File: config.mk
export PLATFORM = sky130hd
export DESIGN_NAME = ccss_ctrl
export DESIGN_NICKNAME = d
export VERILOG_FILES = /design/src/ccss_pkg.sv /design/src/ccss_ctrl.sv
export SDC_FILE = /design/constraint.sdc
export NUM_CORES = 1
export LEC_CHECK = 0
export ABC_AREA = 1
export BUFFER_PORTS_ARGS = -buffer_cell sky130_fd_sc_hd__buf_2
export CORE_AREA = 3 3 40 42
export DETAILED_ROUTE_END_ITERATION = 8
export DIE_AREA = 0 0 43 45
export PLACE_DENSITY_LB_ADDON = 0.1
export SETUP_SLACK_MARGIN = 0.3
export SYNTH_ARGS = -nofsm -noshare
export SYNTH_HDL_FRONTEND = slang
export SYNTH_SLANG_ARGS = --single-unit
File: constraint.sdc
create_clock -name clk -period 2.3 [get_ports clk]
set_input_delay 0.115 -clock clk [delete_from_list [all_inputs] [get_ports clk]]
set_output_delay 0.115 -clock clk [all_outputs]
set_load 0.05 [all_outputs]
File: src/ccss_pkg.sv
// Shared types, constants and codes for the character class store.
`timescale 1ns / 1ps
package ccss_pkg;

	// Default sizes
	localparam int MAX_CLASSES_DEF = 64;
	localparam int TABLE_DEPTH_DEF = 1024;

	// Field widths
	localparam int OP_W  = 2;
	localparam int ID_W  = 7;
	localparam int CH_W  = 8;
	localparam int LEN_W = 9;
	localparam int STS_W = 3;

	// Operation codes
	localparam logic [OP_W-1:0] OP_CREATE = 2'd0;
	localparam logic [OP_W-1:0] OP_ADD    = 2'd1;
	localparam logic [OP_W-1:0] OP_NEGATE = 2'd2;

	// Status codes
	localparam logic [STS_W-1:0] STS_OK      = 3'd0;
	localparam logic [STS_W-1:0] STS_PRESENT = 3'd1;
	localparam logic [STS_W-1:0] STS_FULL    = 3'd2;
	localparam logic [STS_W-1:0] STS_MANY    = 3'd3;
	localparam logic [STS_W-1:0] STS_BAD     = 3'd4;

	typedef struct packed {
		logic [OP_W-1:0] op;
		logic [ID_W-1:0] class_id;
		logic [CH_W-1:0] char_code;
	} req_t;

	typedef struct packed {
		logic [ID_W-1:0]  result_class;
		logic [LEN_W-1:0] class_length;
		logic             class_negated;
		logic [STS_W-1:0] status;
	} rsp_t;

	typedef enum logic [2:0] {
		S_IDLE,
		S_DECODE,
		S_READ,
		S_SCAN,
		S_FINISH
	} ccss_state_t;

	// Controller to datapath
	typedef struct packed {
		logic latch_req;
		logic info_rd;
		logic decide;
		logic scan_step;
		logic add_finish;
		logic load_out;
	} ccss_cmd_t;

	// Datapath to controller
	typedef struct packed {
		logic add_newest;
		logic scan_hit;
		logic scan_end;
		logic out_free;
	} ccss_sts_t;

endpackage

File: src/ccss_ctrl.sv
// Controller state machine: sequences decode, table lookup, scan and result.
`timescale 1ns / 1ps
module ccss_ctrl (
	input  logic                  clk,
	input  logic                  arst_n,
	input  logic                  req_valid,
	output logic                  req_stall,
	input  ccss_pkg::ccss_sts_t   sts,
	output ccss_pkg::ccss_cmd_t   cmd
);
	import ccss_pkg::*;

	ccss_state_t state_q;
	ccss_state_t state_d;

	// State register
	always_ff @(posedge clk or negedge arst_n) begin
		if (!arst_n) begin
			state_q <= S_IDLE;
		end else begin
			state_q <= state_d;
		end
	end

	// Next state and commands
	always_comb begin
		state_d   = state_q;
		cmd       = '0;
		req_stall = (state_q != S_IDLE);
		unique case (state_q)
			S_IDLE: begin
				if (req_valid) begin
					cmd.latch_req = 1'b1;
					state_d       = S_DECODE;
				end
			end
			S_DECODE: begin
				cmd.info_rd = 1'b1;
				state_d     = S_READ;
			end
			S_READ: begin
				cmd.decide = 1'b1;
				state_d    = sts.add_newest ? S_SCAN : S_FINISH;
			end
			S_SCAN: begin
				if (sts.scan_hit || sts.scan_end) begin
					cmd.add_finish = 1'b1;
					state_d        = S_FINISH;
				end else begin
					cmd.scan_step = 1'b1;
				end
			end
			S_FINISH: begin
				if (sts.out_free) begin
					cmd.load_out = 1'b1;
					state_d      = S_IDLE;
				end
			end
			default: begin
				state_d = S_IDLE;
			end
		endcase
	end

endmodule

After elaboration in Yosys (flattened, before gate mapping)
Index checks and enable logic that the tools add are counted.
{ "classes": {"addsub": 0, "mul": 0, "div": 0, "magnitude_cmp": 0, "n_eq_ne": 7, "shift": 0, "mux": 14, "n_bitwise": 0, "n_reduce_logical": 4} }
{ "ops": {"columns": ["op", "count"], "rows": [
  ["$pmux W3 S5", 1],
  ["$mux W3", 4],
  ["$mux W1", 8],
  ["$eq A3 B2 Y1 const B", 2],
  ["$ne A2 B2 Y1 const B", 3],
  ["$eq A3 B1 Y1 const B", 1],
  ["$eq A3 B3 Y1 const B", 1],
  ["$logic_not A3 Y1", 1],
  ["$reduce_and A3 Y1", 1],
  ["$reduce_bool A3 Y1", 1],
  ["$mux W2", 1],
  ["$logic_or A1 B1 Y1", 1]
]} }
{ "word_totals": {"regBits": 3, "latch_bits": 0, "ramBits": 0, "mem_bits_ro": 0, "in_bits": 7, "elab_cells": 26, "n_memories": 0} }

Logic depth before layout (Yosys ltp)
Gate-level depths: netlist of the first run.
{ "depth": {"depth_word": 3, "depth_mapped": 5} }

Worst setup path after synthesis of the first run
Ideal clock, no wire load.
{ "synth_path": {"path_type": "flip-flop to output port", "start": "reg state_q[2]", "end": "out cmd[0] (netlist name)", "arrival_ps": 2004, "setup_slack_ps": 181, "path_stages_with_launch": 3, "cell_sequence": "dfrtp_1 > inv_1 > nor4_1"} }
{ "synth_lines": {"columns": ["item", "line", "source"], "rows": [
  ["from (decl)", "ccss_ctrl.sv:13", "ccss_state_t state_q;"],
  ["from (signal assigned)", "ccss_ctrl.sv:21", "state_q <= state_d;"],
  ["to (decl)", "ccss_ctrl.sv:9", "output ccss_pkg::ccss_cmd_t cmd"]
]} }

==> results of run 1 <==
## placed cells by master (no fill, tap or decap), drive strengths merged
| cell type | netlist | layout |
|---|---|---|
| buf | 0 | 13 |
| clkbuf | 0 | 4 |
| dfrtp | 3 | 3 |
| dlygate4sd3 | 0 | 1 |
| inv | 7 | 7 |
| nand2 | 5 | 5 |
| nand3 | 4 | 4 |
| nand3b | 1 | 1 |
| nor2 | 5 | 5 |
| nor3 | 2 | 2 |
| nor4 | 1 | 1 |
| o211ai | 2 | 2 |
| o21ai | 1 | 1 |
| o21bai | 1 | 1 |
## layout make-up
cell class                 instances  area [sq um]  share of cell area (%)
multi-input combinational         22           124                    35.9
sequential                         3          75.1                    21.7
timing repair buffer              14          75.1                    21.7
clock buffer                       4          26.3                    7.61
inverter                           7          26.3                    7.61
tap                               15          18.8                    5.43
## repair_timing
action | in CTS | in global routing
hold buffers | 1 | 0
hold endpoints to repair | 3 | 0
setup buffers | 0 | 0
## power groups by stage
stage          clock (W)  sequential, W  combinational, W
3_3_place_gp           0       0.000123          0.000350
5_1_grt        0.0000978       0.000127          0.000369
2_1_floorplan          0       0.000113          0.000280
3_5_place_dp           0       0.000122          0.000344
4_1_cts        0.0000952       0.000122          0.000347
6_report       0.0000921       0.000121          0.000341
## layer usage
layer / track usage (%) / share of wire, % / wire [microns] / up-vias
li1: - / - / - / 140
met1: 7.04 / 45 / 248 / 112
met2: 8.68 / 41 / 223 / 12
met3: 0.797 / 10 / 57 / 2
met4: 5.42 / 3.1 / 17 / 0
met5: 0 / 0 / 0 / -
## worst max path at each step
stage / start / endpoint / slack, ns
floorplan: state_q[0] / state_q[1] / 0.44
global placement: state_q[0] / cmd[2] / 1.09
detailed placement: state_q[0] / cmd[5] / 1.10
CTS: state_q[0] / cmd[5] / 0.85
global route: state_q[1] / cmd[2] / 0.72
finish: state_q[0] / cmd[5] / 0.87
## metrics by stage
| stage | power [W] | util (%) |
|---|---|---|
| after CTS | 0.000563 | 26.9 |
| after floorplan | 0.000392 | - |
| after detailed placement | 0.000466 | 24.1 |
| after global routing | 0.000594 | 26.9 |
| after global placement | 0.000473 | 24.1 |
| final | 0.000554 | 26.9 |
## worst max-delay path, delay by kind of cell (launching register included)
family / cells / cell delay (ns)
buffers and inverters: 1 / 0.26
DFF: 1 / 0.45
and+or+nand+nor: 3 / 0.37
## cells by family (layout without fill, tap and decap cells)
kind of cell	after synthesis	in the layout	synth area share (%)
AO/OA/AOI/OAI	4	4	14.3
buffers and inverters	7	25	12.0
AND/OR/NAND/NOR	18	18	39.4
flip-flops	3	3	34.3
==> reports/summary.txt, run 1 <==
CLOCK NETWORK
------------------------------------------------------------------------------------
CTS tree ..............................................................          yes
Number of H-tree branching levels .....................................            1
Post-cts repair resize count ..........................................            0
Clock Sinks ...........................................................            3
Maximum root-to-sink buffer count .....................................            2
Clock transition at the registers of the reported paths ...............      0.04 ns
Root buffer cell ...................................................... sky130_fd_sc_hd__clkbuf_4
Cts bufs inserted .....................................................            3
Clock latency of the later-clocked register in the worst-skew pair ....      0.23 ns

CRITICAL PATH
------------------------------------------------------------------------------------
Cells along the critical path ......................................... nor2_1, nand2_1, nor2_1, buf_2
Worst path required time ..............................................      2.18 ns
Endpoint of the worst register-to-register path .......................   state_q[0]
Largest fanout on the critical path ...................................            7
Startpoint Class ......................................................     register
Kind of end point of the critical path ................................   output pin
Worst reg2reg path startpoint .........................................   state_q[1]
Worst EP arrival ......................................................      1.31 ns
Max incr delay on CP ..................................................      0.45 ns
Cell occurring most often along the worst timing path ................. sky130_fd_sc_hd__nor2_1
Flop2flop setup slack .................................................      1.23 ns
Slowest CP cell ....................................................... sky130_fd_sc_hd__dfrtp_1
Number of cell instances on the worst register-to-register path .......            5
Critical path type ....................................................   reg -> out

TIMING
------------------------------------------------------------------------------------
Setup repair after global routing missed its margin ...................           no
Period Utilization, post-route ........................................        62.1%
Setup clock skew after layout .........................................   0.00395 ns
Final min period ......................................................      1.43 ns
Slew of the pin with the lowest slew margin ...........................     0.242 ns
Upper clock frequency limit ...........................................      700 MHz
Number of setup violations in the final report ........................            0
Final worst setup slack ...............................................     0.872 ns
Hold violation count in the final report ..............................            0
Final Slew Violations .................................................            0
Relative slew slack ...................................................        83.9%
Worst hold-check slack ................................................     0.140 ns
Setup TNS .............................................................         0 ns

FINAL LAYOUT
------------------------------------------------------------------------------------
Area added between synthesis and finish ...............................        57.7%
Register bank with the most flops .....................................      state_q
Top flop regs ......................................................... state_q: 3 flops
Filler cell count in the final layout .................................          147
Post-Layout Inst Area .................................................    345 sq um
Flip-flop count of the largest register after layout ..................            3
Non-filler cells, final ...............................................           65
Number of diodes added for antenna fixing .............................            0
Number of nets at the end of the flow .................................           58
Ratio of cells with drive above 1 in the final layout .................        38.0%

POWER AND IR DROP
------------------------------------------------------------------------------------
PD cells .............................................................. 1600 mW/mm^2
Clock share of power ..................................................        16.6%
Leak ..................................................................     0.203 nW
Reg power frac ........................................................        21.9%
Largest voltage drop on the vdd net ...................................   0.000573 V
Internal power ........................................................   0.000232 W
Share of power burned in combinational logic ..........................        61.5%
Switching power share of the total ....................................        58.1%
Net switching power of the design .....................................   0.000322 W

PLACEMENT
------------------------------------------------------------------------------------
Setup WS pre-CTS ......................................................      1.10 ns
IO Port Bufs ..........................................................           13
Placement Cell Area ...................................................    309 sq um
Post-Place Cells ......................................................           60
Routability cong. .....................................................        0.684

LOGIC SYNTHESIS
------------------------------------------------------------------------------------
Synthesized flop and latch total ......................................            3
Number of warnings reported in the yosys synthesis log ................            0
Cells after Synth .....................................................           32
Average cell area after synthesis .....................................   6.84 sq um
Proportion of synthesized flip-flops having asynchronous set or reset .         100%
Most frequently used cell type in the post-synthesis netlist .......... sky130_fd_sc_hd__inv_1
Total nets after synthesis ............................................           39
Count of unique library cells instantiated by Yosys ...................           12
Biggest area consumer among synthesized cells ......................... sky130_fd_sc_hd__dfrtp_1
Primary FF master, synth .............................................. sky130_fd_sc_hd__dfrtp_1
Commonest cells in the synthesized netlist ............................ 7 x sky130_fd_sc_hd__inv_1, 5 x sky130_fd_sc_hd__nand2_1, 5 x sky130_fd_sc_hd__nor2_1
Main area contributors after synthesis ................................ sky130_fd_sc_hd__dfrtp_1 34%, sky130_fd_sc_hd__inv_1 12%, sky130_fd_sc_hd__nand3_1 9.1%, sky130_fd_sc_hd__nand2_1 8.6%, sky130_fd_sc_hd__nor2_1 8.6%
Combined area of all synthesized cells ................................    219 sq um
Area share of the largest cell type after synthesis ...................        34.3%
Post-synth EDFFs ......................................................            0
Post-synthesis sequential area ratio ..................................        34.3%

OUTCOME
------------------------------------------------------------------------------------
Outcome ............................................................... finished, final reports clean

GLOBAL ROUTING
------------------------------------------------------------------------------------
Aggregate global routing overflow .....................................            0
Pin count of the biggest net entering global routing ..................            8
GRT Util Overall ......................................................        5.76%
Initial antenna violation count .......................................            0
Vias in the first global route ........................................          204
Wire length of the first global-routing pass ..........................  814 microns

HOLD PATH
------------------------------------------------------------------------------------
Hold Path Depth .......................................................            3
Worst hold endpoint ...................................................   state_q[1]
Worst hold path startpoint ............................................       sts[3]
Path type of the worst min-delay path .................................    in -> reg

FLOORPLANNING
------------------------------------------------------------------------------------
Core area ............................................................. 0.00128 sq mm
Starting density of the core ..........................................        17.0%
Num ports .............................................................           14
Floorplan die area .................................................... 0.00194 sq mm
Die X-Extent ..........................................................   43 microns
DIE HEIGHT ............................................................   45 microns
FP Rows ...............................................................           13

JOB
------------------------------------------------------------------------------------
Max cap viols .........................................................            0

ROUTING
------------------------------------------------------------------------------------
Vias per std cell .....................................................         4.09
Sum of routed wire length over all layers .............................  547 microns
Post-route ant nets ...................................................            0
DRT iter0 DRCs ........................................................            2
DRC ...................................................................            0
Count of TritonRoute iterations in the first routing pass .............            3
Number of vias after detailed routing .................................          266
Drt wl/cell ........................................................... 8.42 microns

Power figures use the tool's default switching activity.
==> run 2, diff against run 1 <==
==> constraint.sdc (replaced) <==
create_clock -name clk -period 1.3 [get_ports clk]
set_input_delay 0.065 -clock clk [delete_from_list [all_inputs] [get_ports clk]]
set_output_delay 0.065 -clock clk [all_outputs]
set_load 0.05 [all_outputs]
==> reports/summary.txt, run 2 (same netlist as run 1, synthesis figures left out) <==
CRITICAL PATH
-------------------------------------------------------------------------------------
Crit path buf inv count ................................................            2
Cell class contributing the biggest share of worst-path delay ..........   flip-flops
Largest fanout on the critical path ....................................            4
Worst reg2reg path startpoint ..........................................   state_q[1]
Cells along the critical path .......................................... buf_4, nor3_4, buf_6
Endpoint of the worst register-to-register path ........................   state_q[0]
Number of cell instances on the worst register-to-register path ........            7
Worst path required time ...............................................      1.24 ns
Origin of the worst setup path .........................................   state_q[2]
Kind of end point of the critical path .................................   output pin
Max incr delay on CP ...................................................      0.43 ns
Critical path destination ..............................................       cmd[3]
Flop2flop setup slack ..................................................      0.06 ns
Critical path depth ....................................................            3
Startpoint Class .......................................................     register
Critical path type .....................................................   reg -> out
Worst EP arrival .......................................................      1.21 ns
Slowest CP cell ........................................................ sky130_fd_sc_hd__dfrtp_2

TIMING
-------------------------------------------------------------------------------------
Period Utilization, post-route .........................................        98.3%
Setup clock skew after layout ..........................................   0.00152 ns
Slew of the pin with the lowest slew margin ............................     0.289 ns
Relative slew slack ....................................................        80.7%
Final min period .......................................................      1.28 ns
Final Slew Violations ..................................................            0
Upper clock frequency limit ............................................      783 MHz
Number of setup violations in the final report .........................            0
Hold violation count in the final report ...............................            0
Worst hold-check slack .................................................     0.137 ns
Setup repair after global routing missed its margin ....................          yes
Final worst setup slack ................................................    0.0224 ns

POWER AND IR DROP
-------------------------------------------------------------------------------------
Largest voltage drop on the vdd net ....................................    0.00127 V
Leak ...................................................................     0.241 nW
Switching power share of the total .....................................        53.0%
PD cells ............................................................... 2730 mW/mm^2
Internal power .........................................................   0.000688 W
Share of power burned in combinational logic ...........................        71.3%
Reg power frac .........................................................        17.7%
Post-layout total power ................................................    0.00146 W
Net switching power of the design ......................................   0.000775 W
Clock share of power ...................................................        11.0%

ROUTING
-------------------------------------------------------------------------------------
Count of TritonRoute iterations in the first routing pass ..............            2
Post-route ant nets ....................................................            0
Vias per std cell ......................................................         4.43
Drt wl/cell ............................................................ 10.9 microns
Sum of routed wire length over all layers ..............................  763 microns
DRC ....................................................................            0
Number of vias after detailed routing ..................................          310
DRT iter0 DRCs .........................................................            5

FINAL LAYOUT
-------------------------------------------------------------------------------------
Area taken by multi-input logic gates ..................................    200 sq um
Highest-count cells in the layout ignoring fill and taps ............... 7 x sky130_fd_sc_hd__buf_6, 6 x sky130_fd_sc_hd__buf_2
Flip-flop count of the largest register after layout ...................            3
Number of diodes added for antenna fixing ..............................            0
Ratio of cells with drive above 1 in the final layout ..................        72.7%
Most frequent standard cell in the layout excluding fill and tap cells . sky130_fd_sc_hd__buf_6
Top flop regs .......................................................... state_q: 3 flops
Register bank with the most flops ......................................      state_q
Seq. cell area .........................................................   78.8 sq um
Number of nets at the end of the flow ..................................           63
Filler cell count in the final layout ..................................          133
Area added between synthesis and finish ................................         145%

PLACEMENT
-------------------------------------------------------------------------------------
IO Port Bufs ...........................................................           13
Routability cong. ......................................................        0.681
Setup WS pre-CTS .......................................................    0.0682 ns
Dpl hpwl ...............................................................  584 microns

CLOCK NETWORK
-------------------------------------------------------------------------------------
CTS tree ...............................................................          yes
Maximum root-to-sink buffer count ......................................            2
Cts bufs inserted ......................................................            3
Clock latency of the later-clocked register in the worst-skew pair .....      0.23 ns
Clock Sinks ............................................................            3
Number of H-tree branching levels ......................................            1
Root buffer cell ....................................................... sky130_fd_sc_hd__clkbuf_4
Clock transition at the registers of the reported paths ................      0.04 ns

GLOBAL ROUTING
-------------------------------------------------------------------------------------
Met3 usage in global routing ...........................................        1.59%
Global-route track usage on met2 .......................................        14.4%
Busiest metal layer after global routing ...............................         met2
Met1 track demand over resource in global routing ......................        12.1%
Aggregate global routing overflow ......................................            0
Wire length of the first global-routing pass ........................... 1350 microns
Vias in the first global route .........................................          312
GRT Util Overall .......................................................        9.52%
Initial antenna violation count ........................................            0
Pin count of the biggest net entering global routing ...................            8

FLOORPLANNING
-------------------------------------------------------------------------------------
Die X-Extent ...........................................................   43 microns
DIE HEIGHT .............................................................   45 microns
FP Rows ................................................................           13
Floorplan die area ..................................................... 0.00194 sq mm
Num ports ..............................................................           14
Core area .............................................................. 0.00128 sq mm
Starting density of the core ...........................................        17.0%

JOB
-------------------------------------------------------------------------------------
Max cap viols ..........................................................            0

OUTCOME
-------------------------------------------------------------------------------------
Outcome ................................................................ finished, final reports clean

HOLD PATH
-------------------------------------------------------------------------------------
Path type of the worst min-delay path ..................................    in -> reg

run 2: cell count changes in the layout (fill, tap and decap cells not counted), moves of 3 or more:
| cell | delta |
|---|---|
| sky130_fd_sc_hd__buf_2 | -7 |
| sky130_fd_sc_hd__buf_6 | +7 |
| sky130_fd_sc_hd__buf_8 | +3 |
| sky130_fd_sc_hd__dfrtp_1 | -3 |
| sky130_fd_sc_hd__dfrtp_2 | +3 |
| sky130_fd_sc_hd__inv_1 | -4 |
| sky130_fd_sc_hd__nand2_1 | -3 |
| sky130_fd_sc_hd__nor2_1 | -4 |
| sky130_fd_sc_hd__nor2_4 | +3 |
run 2: power by group through the flow:
stage	Combinational, W	Clock, W	Sequential [W]
final	0.00104	0.000161	0.000259
after global routing	0.00110	0.000185	0.000269
after CTS	0.00101	0.000170	0.000253
after detailed placement	0.000842	0	0.000237
after global placement	0.000832	0	0.000233
after floorplan	0.000635	0	0.000246
run 2: worst min path at each step:
stage	endpoint	start	slack [ns]	depth (start not counted)
6_report	state_q[1]	sts[3]	0.14	3
5_1_grt	state_q[1]	sts[3]	0.14	3
4_1_cts	state_q[1]	sts[3]	0.13	3
3_5_place_dp	state_q[1]	arst_n	-0.14	1
3_3_place_gp	state_q[2]	arst_n	-0.14	1
2_1_floorplan	state_q[0]	arst_n	-0.23	0
run 2: final cells by class:
class / count / area share, %
Multi-Input combinational cell: 22 / 37.4
Timing Repair Buffer: 19 / 33.4
Inverter: 7 / 6.07
Sequential cell: 3 / 14.7
Clock buffer: 4 / 4.91
Tap cell: 15 / 3.50
run 2: through the flow:
stage | utilization, % | instance area [sq um] | instances | TNS [ns]
6_report | 41.7 | 536 | 70 | 0
3_3_place_gp | 30.4 | 390 | 62 | 0
4_1_cts | 40.1 | 515 | 70 | 0
2_1_floorplan | - | 292 | 32 | 0
5_1_grt | 41.7 | 536 | 70 | -0.184
3_5_place_dp | 30.4 | 390 | 62 | 0
run 2: repair_timing:
action / CTS / global route
buffers inserted: 3 / 0
setup endpoints to repair: 10 / 10
gates resized for setup: 21 / 7
endpoints found under the hold margin: 3 / 0
hold buffers: 1 / 0
pin swaps: 2 / 5
run 2: worst min-delay path: cells and delay by family:
family	cells	cell delay, ns
buffers and inverters	1	0.10
AND/OR/NAND/NOR	2	0.15
run 2: metal layers:
layer / wire length [microns] / up-vias / part of all wire [%]
met3: 47 / 0 / 6.2
li1: - / 154 / -
met5: 0 / - / 0
met4: 0 / 0 / 0
met1: 300 / 148 / 39
met2: 414 / 8 / 54
